$ cat config.mk
export PLATFORM = sky130hd
export DESIGN_NAME = ac_source_cycle_peak_checker_core
export DESIGN_NICKNAME = d
export VERILOG_FILES = /design/src/hdl/acpk_pkg.sv /design/src/hdl/acpk_eval.sv /design/src/hdl/ac_source_cycle_peak_checker_core.sv
export SDC_FILE = /design/constraint.sdc
export NUM_CORES = 1
export LEC_CHECK = 0
export ABC_AREA = 1
export ABC_CLOCK_PERIOD_IN_PS = 4000
export BUFFER_PORTS_ARGS = -buffer_cell sky130_fd_sc_hd__buf_2
export CAP_MARGIN = 20
export CORE_ASPECT_RATIO = 0.5
export CORE_MARGIN = 2
export CORE_UTILIZATION = 50
export CTS_BUF_LIST = sky130_fd_sc_hd__clkbuf_16
export DETAILED_ROUTE_END_ITERATION = 8
export PLACE_DENSITY = 0.69
export SYNTH_ARGS = -nofsm -noshare
export SYNTH_HDL_FRONTEND = slang
export SYNTH_SLANG_ARGS = --single-unit
$ cat constraint.sdc
create_clock -name clk_i -period 4 [get_ports clk_i]
set_clock_uncertainty 0.1 [all_clocks]
set_input_delay 0.6 -clock clk_i [delete_from_list [all_inputs] [get_ports clk_i]]
set_output_delay 0.6 -clock clk_i [all_outputs]
set_load 0.01 [all_outputs]
$ cat src/hdl/acpk_pkg.sv
package acpk_pkg;

  localparam int DEFAULT_SAMPLE_BITS = 12;
  localparam int PHASE_W = 16;
  localparam int CFG_IDX_W = 3;

  // 0.08 rad and 6.20 rad at 65536 counts per turn
  localparam logic [PHASE_W-1:0] WINDOW_START_RST = 16'd834;
  localparam logic [PHASE_W-1:0] WINDOW_STOP_RST = 16'd64667;

  typedef enum logic [2:0] {
    ST_OK    = 3'd0,
    ST_WAIT  = 3'd1,
    ST_NOSRC = 3'd2,
    ST_UV    = 3'd3,
    ST_OV    = 3'd4,
    ST_OC    = 3'd5
  } status_e;

  typedef enum logic [2:0] {
    FLT_NONE    = 3'd0,
    FLT_OV      = 3'd1,
    FLT_AC_OFF  = 3'd2,
    FLT_UV      = 3'd3,
    FLT_LOCKOUT = 3'd4
  } fault_e;

  typedef enum logic [CFG_IDX_W-1:0] {
    REG_WINDOW_START = 3'd0,
    REG_WINDOW_STOP  = 3'd1,
    REG_OV_PAIR      = 3'd2,
    REG_NOSRC_PAIR   = 3'd3,
    REG_UV_PAIR      = 3'd4,
    REG_LOCKOUT_PAIR = 3'd5,
    REG_CURRENT_PAIR = 3'd6
  } cfg_reg_e;

  typedef struct packed {
    status_e status;
    fault_e  fault;
  } verdict_t;

endpackage

$ cat src/hdl/acpk_eval.sv
module acpk_eval #(
  parameter int SAMPLE_BITS = acpk_pkg::DEFAULT_SAMPLE_BITS
) (
  input  logic [acpk_pkg::PHASE_W-1:0] phase_i,
  input  logic [SAMPLE_BITS-1:0]       voltage_a_i,
  input  logic [SAMPLE_BITS-1:0]       current_a_i,
  input  logic [SAMPLE_BITS-1:0]       current_b_i,
  input  logic [acpk_pkg::PHASE_W-1:0] window_start_i,
  input  logic [acpk_pkg::PHASE_W-1:0] window_stop_i,
  input  logic [2*SAMPLE_BITS-1:0]     ov_pair_i,
  input  logic [2*SAMPLE_BITS-1:0]     nosrc_pair_i,
  input  logic [2*SAMPLE_BITS-1:0]     uv_pair_i,
  input  logic [2*SAMPLE_BITS-1:0]     lockout_pair_i,
  input  logic [2*SAMPLE_BITS-1:0]     current_pair_i,
  input  acpk_pkg::status_e            status_i,
  input  logic [SAMPLE_BITS-1:0]       vmax_i,
  input  logic [SAMPLE_BITS:0]         vmin_i,
  output acpk_pkg::verdict_t           verdict_o,
  output logic [SAMPLE_BITS-1:0]       vmax_o,
  output logic [SAMPLE_BITS:0]         vmin_o
);

  localparam logic [SAMPLE_BITS:0] NoneSeen = {1'b1, {SAMPLE_BITS{1'b0}}};

  logic [SAMPLE_BITS-1:0] cur_hi, cur_lo;
  logic over_current;
  logic ov_hit, nosrc_hit, uv_hit, lockout_hit;

  assign cur_hi = current_pair_i[2*SAMPLE_BITS-1:SAMPLE_BITS];
  assign cur_lo = current_pair_i[SAMPLE_BITS-1:0];

  assign over_current = (current_a_i > cur_hi) || (current_a_i < cur_lo) ||
                        (current_b_i > cur_hi) || (current_b_i < cur_lo);

  // limits compared against the stored peaks, before this beat
  assign ov_hit = (vmax_i > ov_pair_i[2*SAMPLE_BITS-1:SAMPLE_BITS]) &&
                  (vmin_i < {1'b0, ov_pair_i[SAMPLE_BITS-1:0]});
  assign nosrc_hit = (vmax_i < nosrc_pair_i[2*SAMPLE_BITS-1:SAMPLE_BITS]) &&
                     (vmin_i > {1'b0, nosrc_pair_i[SAMPLE_BITS-1:0]});
  assign uv_hit = (vmax_i < uv_pair_i[2*SAMPLE_BITS-1:SAMPLE_BITS]) &&
                  (vmin_i > {1'b0, uv_pair_i[SAMPLE_BITS-1:0]});
  assign lockout_hit = (vmax_i < lockout_pair_i[2*SAMPLE_BITS-1:SAMPLE_BITS]) &&
                       (vmin_i > {1'b0, lockout_pair_i[SAMPLE_BITS-1:0]});

  always_comb begin
    vmax_o = vmax_i;
    vmin_o = vmin_i;
    verdict_o.fault = acpk_pkg::FLT_NONE;
    verdict_o.status = over_current ? acpk_pkg::ST_OC : status_i;
    if (phase_i <= window_start_i) begin
      // new cycle: clear peaks, keep last status
      vmax_o = '0;
      vmin_o = NoneSeen;
      verdict_o.status = status_i;
    end else if (phase_i < window_stop_i) begin
      if (vmax_i < voltage_a_i) begin
        vmax_o = voltage_a_i;
      end
      if (vmin_i > {1'b0, voltage_a_i}) begin
        vmin_o = {1'b0, voltage_a_i};
      end
    end else begin
      if (vmax_i == '0 || vmin_i == NoneSeen) begin
        verdict_o.status = acpk_pkg::ST_WAIT;
      end else if (ov_hit) begin
        verdict_o.status = acpk_pkg::ST_OV;
        verdict_o.fault = acpk_pkg::FLT_OV;
      end else if (nosrc_hit) begin
        verdict_o.status = acpk_pkg::ST_NOSRC;
        verdict_o.fault = acpk_pkg::FLT_AC_OFF;
      end else if (uv_hit) begin
        verdict_o.status = acpk_pkg::ST_UV;
        verdict_o.fault = acpk_pkg::FLT_UV;
      end else begin
        verdict_o.status = acpk_pkg::ST_OK;
        if (lockout_hit) begin
          verdict_o.fault = acpk_pkg::FLT_LOCKOUT;
        end
      end
    end
  end

endmodule

$ cat src/hdl/ac_source_cycle_peak_checker_core.sv
// AC source cycle peak checker.
// Input channel (in_valid_i/in_ready_o) takes one sample set per beat: phase
// angle, phase-A voltage, phase-A and phase-B current. Output channel
// (out_valid_o/out_ready_i) gives one result beat per input beat: grid status,
// fault code and the voltage peaks of the running cycle after that sample.
// Limits and phase window are written through cfg_we_i/cfg_idx_i/cfg_data_i,
// one register per cycle; the user must write them only while no beat is in
// flight, which the block does not enforce. An accepted beat is registered
// in the input register, evaluated against the cycle state and loaded into
// the output register. Throughput is one beat per cycle while the output is
// not stalled. A backpressured result is held in the output register while
// one more beat waits in the input register; in_ready_o drops only when both
// are full. Reset (asynchronous, active low) loads the default limits and
// window, sets status to wait and clears the peaks to none seen.
module ac_source_cycle_peak_checker_core #(
  parameter int SAMPLE_BITS = acpk_pkg::DEFAULT_SAMPLE_BITS
) (
  input  logic                                   clk_i,
  input  logic                                   rst_ni,
  input  logic                                   in_valid_i,
  output logic                                   in_ready_o,
  input  logic [acpk_pkg::PHASE_W-1:0]           phase_i,
  input  logic [SAMPLE_BITS-1:0]                 voltage_a_i,
  input  logic [SAMPLE_BITS-1:0]                 current_a_i,
  input  logic [SAMPLE_BITS-1:0]                 current_b_i,
  output logic                                   out_valid_o,
  input  logic                                   out_ready_i,
  output logic [2:0]                             status_o,
  output logic [2:0]                             fault_code_o,
  output logic [SAMPLE_BITS-1:0]                 peak_high_o,
  output logic [SAMPLE_BITS:0]                   peak_low_o,
  input  logic                                   cfg_we_i,
  input  logic [acpk_pkg::CFG_IDX_W-1:0]         cfg_idx_i,
  input  logic [((2*SAMPLE_BITS > acpk_pkg::PHASE_W) ?
                 2*SAMPLE_BITS : acpk_pkg::PHASE_W)-1:0] cfg_data_i
);

  localparam int PairW = 2 * SAMPLE_BITS;
  localparam logic [SAMPLE_BITS-1:0] SMax = '1;
  localparam logic [SAMPLE_BITS-1:0] SMid = {1'b1, {(SAMPLE_BITS-1){1'b0}}};
  localparam logic [PairW-1:0] WidePairRst = {SMax, {SAMPLE_BITS{1'b0}}};
  localparam logic [PairW-1:0] MidPairRst = {SMid, SMid};
  localparam logic [SAMPLE_BITS:0] NoneSeen = {1'b1, {SAMPLE_BITS{1'b0}}};

  // configuration
  logic [acpk_pkg::PHASE_W-1:0] window_start_q, window_stop_q;
  logic [PairW-1:0] ov_pair_q, nosrc_pair_q, uv_pair_q, lockout_pair_q, current_pair_q;

  always_ff @(posedge clk_i or negedge rst_ni) begin
    if (!rst_ni) begin
      window_start_q <= acpk_pkg::WINDOW_START_RST;
      window_stop_q  <= acpk_pkg::WINDOW_STOP_RST;
      ov_pair_q      <= WidePairRst;
      nosrc_pair_q   <= MidPairRst;
      uv_pair_q      <= MidPairRst;
      lockout_pair_q <= MidPairRst;
      current_pair_q <= WidePairRst;
    end else if (cfg_we_i) begin
      unique case (acpk_pkg::cfg_reg_e'(cfg_idx_i))
        acpk_pkg::REG_WINDOW_START: window_start_q <= cfg_data_i[acpk_pkg::PHASE_W-1:0];
        acpk_pkg::REG_WINDOW_STOP:  window_stop_q  <= cfg_data_i[acpk_pkg::PHASE_W-1:0];
        acpk_pkg::REG_OV_PAIR:      ov_pair_q      <= cfg_data_i[PairW-1:0];
        acpk_pkg::REG_NOSRC_PAIR:   nosrc_pair_q   <= cfg_data_i[PairW-1:0];
        acpk_pkg::REG_UV_PAIR:      uv_pair_q      <= cfg_data_i[PairW-1:0];
        acpk_pkg::REG_LOCKOUT_PAIR: lockout_pair_q <= cfg_data_i[PairW-1:0];
        acpk_pkg::REG_CURRENT_PAIR: current_pair_q <= cfg_data_i[PairW-1:0];
        default: ;
      endcase
    end
  end

  // input register
  logic s1_valid_q, s1_valid_d;
  logic [acpk_pkg::PHASE_W-1:0] phase_q;
  logic [SAMPLE_BITS-1:0] voltage_a_q, current_a_q, current_b_q;
  logic in_fire, s2_load;

  // result register and cycle state; the peaks and status shown are the state
  logic out_valid_q, out_valid_d;
  acpk_pkg::status_e status_q;
  acpk_pkg::fault_e fault_q;
  logic [SAMPLE_BITS-1:0] vmax_q, vmax_d;
  logic [SAMPLE_BITS:0] vmin_q, vmin_d;
  acpk_pkg::verdict_t verdict;

  assign s2_load = s1_valid_q && (!out_valid_q || out_ready_i);
  assign in_ready_o = !s1_valid_q || s2_load;
  assign in_fire = in_valid_i && in_ready_o;

  always_comb begin
    s1_valid_d = s1_valid_q;
    if (in_fire) begin
      s1_valid_d = 1'b1;
    end else if (s2_load) begin
      s1_valid_d = 1'b0;
    end
    out_valid_d = out_valid_q;
    if (s2_load) begin
      out_valid_d = 1'b1;
    end else if (out_ready_i) begin
      out_valid_d = 1'b0;
    end
  end

  always_ff @(posedge clk_i or negedge rst_ni) begin
    if (!rst_ni) begin
      s1_valid_q  <= 1'b0;
      out_valid_q <= 1'b0;
      status_q    <= acpk_pkg::ST_WAIT;
      vmax_q      <= '0;
      vmin_q      <= NoneSeen;
    end else begin
      s1_valid_q  <= s1_valid_d;
      out_valid_q <= out_valid_d;
      if (s2_load) begin
        status_q <= verdict.status;
        vmax_q   <= vmax_d;
        vmin_q   <= vmin_d;
      end
    end
  end

  always_ff @(posedge clk_i) begin
    if (in_fire) begin
      phase_q     <= phase_i;
      voltage_a_q <= voltage_a_i;
      current_a_q <= current_a_i;
      current_b_q <= current_b_i;
    end
    if (s2_load) begin
      fault_q <= verdict.fault;
    end
  end

  acpk_eval #(
    .SAMPLE_BITS(SAMPLE_BITS)
  ) u_eval (
    .phase_i        (phase_q),
    .voltage_a_i    (voltage_a_q),
    .current_a_i    (current_a_q),
    .current_b_i    (current_b_q),
    .window_start_i (window_start_q),
    .window_stop_i  (window_stop_q),
    .ov_pair_i      (ov_pair_q),
    .nosrc_pair_i   (nosrc_pair_q),
    .uv_pair_i      (uv_pair_q),
    .lockout_pair_i (lockout_pair_q),
    .current_pair_i (current_pair_q),
    .status_i       (status_q),
    .vmax_i         (vmax_q),
    .vmin_i         (vmin_q),
    .verdict_o      (verdict),
    .vmax_o         (vmax_d),
    .vmin_o         (vmin_d)
  );

  assign out_valid_o  = out_valid_q;
  assign status_o     = status_q;
  assign fault_code_o = fault_q;
  assign peak_high_o  = vmax_q;
  assign peak_low_o   = vmin_q;

endmodule

==> results_dict.tcl <==
set metrics [dict create \
    status "completed" \
    grt_start_max_net_pins 91 \
    ys_seq_area_share_pct 45.64 \
    path_delay_family "simple AND/OR/NAND/NOR gates" \
    cts_buffer_depth 3 \
    die_x_um 238.3 \
    crit_path_cell_trace "inv_1 -> ha_1 -> a21oi_1 -> o21ai_1 -> a21oi_2 -> nand2_2 -> nand2_4 -> nor2_2 -> nor2_2 -> nand2_1 -> nand2_1" \
    yosysWarnings 0 \
    crit_fanout 15 \
    syn_area_per_cell_um2 8.531 \
    clk_pin_slew_worst_paths_ns 0.07 \
    rsz0062_at_grt "false" \
    root_buffer "clkbuf_16" \
    slowest_stage "dfstp_2" \
    path_buf_inv 1 \
    synth_nets 1885 \
    netlist_area_um2 13730 \
    cp.required_ns 4.36 \
    place.gp.congestion 0.9045 \
    ios 117 \
    cp.depth 11 \
    die-area_um2 28870 \
    drc 0 \
    reg2reg_depth 11 \
    initial_core_util_pct 51.42 \
    clkSinkCount 237 \
    worstPathArrival_ns 2.88 \
    yosysTopAreaCell "dfrtp_1" \
    leakage_nw 8.070 \
    min_period_ns 2.517 \
    dr.pass1.iters 5 \
    drt_iter0_drc 811 \
    wirelength_um 33440 \
    antenna_found_initial 1 \
    synth-main-ff-cell "dfrtp_1" \
    slew_violations 0 \
    area_delta_synth_final_pct 11.60 \
    grt_usage_pct 24.05 \
    endpoint "peak_high_o[11]" \
    final-hold-violation-count 0 \
    first_global_vias 9962 \
    async_reset_ff_share_pct 76.79 \
    overflow 0 \
    worst_pin_slew_ns 1.012 \
    min-delay-path-class "in -> async" \
    path_class "reg -> reg" \
    route.vias.total 10651 \
    r2r_slack_ns 1.48 \
    power.density_nw_per_um2 582.6 \
    cts_hold_buf 0 \
    cap_violations 0 \
    hpwl_um 24150 \
    clkLatencyLatePin_ns 0.53 \
    io_buffer_count 116 \
    hold_slack_ns 0.04803 \
    startpoint_type "register" \
    final_net_count 1996 \
    rows 42 \
    r2r-start "window_start_q[9]" \
    drt-wirelength-per-cell_um 16.01 \
    relSlewSlack_pct 32.56 \
    synth_edf_count 55 \
    setup_tns_ns 0 \
    cts_tree "yes" \
    final_layout_size_suffix_gt1_share_pct 13.02 \
    die_h_um 121.2 \
    end_kind "register" \
    place_inst 2047 \
    ys_seq_elements 237 \
    timing.fmax_ghz 0.3972 \
    synth_cell_type_count 40 \
    core_um2 26700 \
    synthCells 1609 \
    max_stage_delay_ns 0.53 \
    cts_made_buffers 23 \
    grt_pass1_wl_um 53650 \
    worstSetupStartpoint "window_start_q[9]" \
    fin_util_pct 57.38 \
    r2r-end "peak_high_o[11]" \
    htreeDepth 1 \
    ir_worst_vdd_uv 283.3 \
    final_cells 2089 \
    synth.top_cell.area_share_pct 24.61 \
    cts_setup_buffers 0 \
    fin_crit_sh_pct 62.93 \
    vias_per_cell 5.099 \
    antenna_left 0 \
    cts_resized 0 \
    synth.area.top_cells "dfrtp_1 25%, ha_1 18%, nand2_1 12%, edfxtp_1 12%, dfstp_2 9.0%" \
    setup_viol 0 \
]
==> state kept, by name (all words and copies together) (netlist names), 16 cells and up <==
register and cells:
ov_pair_q 24, current_pair_q 24, phase_q 16, window_stop_q 16, uv_pair_q 24, lockout_pair_q 24, window_start_q 16, nosrc_pair_q 24
==> kinds of logic after synthesis <==
kind of cell / share of synthesized area, %
flops: 45.64
fa+ha+maj: 17.50
buf+inv: 8.368
simple gates: 18.43
compound gates: 10.05
==> metal layers <==
layer	part of all wire (%)	vias up	GRT usage (%)
met5	0	-	0
met4	2.0	0	5.000
met3	5.8	50	3.685
met2	44	252	38.72
met1	48	4915	34.62
li1	-	5434	-
==> through the flow <==
step | instance area (um^2) | setup slack [ns] | power (mW)
floorplan | 13730 | 1.606 | 5.848
CTS | 15320 | 1.498 | 8.974
global route | 15320 | 1.317 | 9.736
detailed placement | 14660 | 1.532 | 6.946
finish | 15320 | 1.483 | 8.924
global placement | 14660 | 1.607 | 6.858
==> layout by cell type, fill, tap and decap left out, drive strengths merged, types with 2 or more instances in the layout <==
master  synthesis  routed
buf             8     124
inv           257     261
ha            192     192
a21o            4       4
a21boi          2       2
nand2         457     457
dfrtp         135     135
nand4          18      18
a21oi          73      73
nor4            5       5
dfstp          47      47
o21bai          3       3
nor3            8       8
edfxtp         55      55
clkbuf         30      23
clkinv          1      14
o21ai         178     178
o21a            3       3
nand3b          2       2
nor2           83      83
nand3          43      43
==> synth_stat cells (2+ instances only) <==
| cell | n |
|---|---|
| nand2_1 | 449 |
| inv_1 | 255 |
| ha_1 | 192 |
| o21ai_0 | 174 |
| dfrtp_1 | 135 |
| nor2_1 | 79 |
| a21oi_1 | 72 |
| edfxtp_1 | 55 |
| dfstp_2 | 47 |
| nand3_1 | 42 |
| clkbuf_1 | 30 |
| nand4_1 | 17 |
| nor3_1 | 7 |
| nand2_2 | 6 |
| nor4_1 | 5 |
| a21o_1 | 4 |
| buf_6 | 4 |
| nor2_2 | 3 |
| o21a_1 | 3 |
| o21ai_1 | 3 |
| o21bai_1 | 3 |
| buf_1 | 2 |
| buf_4 | 2 |
| inv_2 | 2 |
| nand2_4 | 2 |
| nand3b_1 | 2 |
==> report_power, final <==
part / switching (mW) / internal [mW]
sequential: 0.597 / 3.02
combinational: 2.00 / 1.31
clock: 0.958 / 1.05
==> worst register-to-register path: cells and delay by family (launching register included) <==
family	cells	cell delay [ns]
AND/OR/NAND/NOR	6	1.04
flip-flops	1	0.53
AO/OA/AOI/OAI	3	0.48
adder cells (fa/ha/maj)	1	0.28
buffers and inverters	1	0.04
==> layout make-up <==
| class | count | area (um^2) |
|---|---|---|
| tap | 352 | 440.4 |
| multi-input combinational | 1076 | 6312 |
| antenna | 1 | 2.502 |
| clock buffer | 23 | 575.6 |
| clock inverter | 18 | 82.58 |
| fill | 2433 | 11380 |
| timing repair buffer | 124 | 671.9 |
| sequential | 237 | 6265 |
| inverter | 258 | 968.4 |
==> worst min-delay path by stage <==
stage                           from           endpoint  slack (ns)  cells past startpoint
floorplan                     rst_ni  current_pair_q[0]        0.20                      0
global placement    nosrc_pair_q[19]   nosrc_pair_q[19]        0.37                      2
detailed placement      ov_pair_q[7]       ov_pair_q[7]        0.37                      2
CTS                           rst_ni  current_pair_q[0]        0.07                      1
global route                  rst_ni   window_stop_q[8]        0.11                      1
finish                        rst_ni   window_stop_q[8]        0.05                      1
No activity file was read; power rests on OpenSTA's default activity.
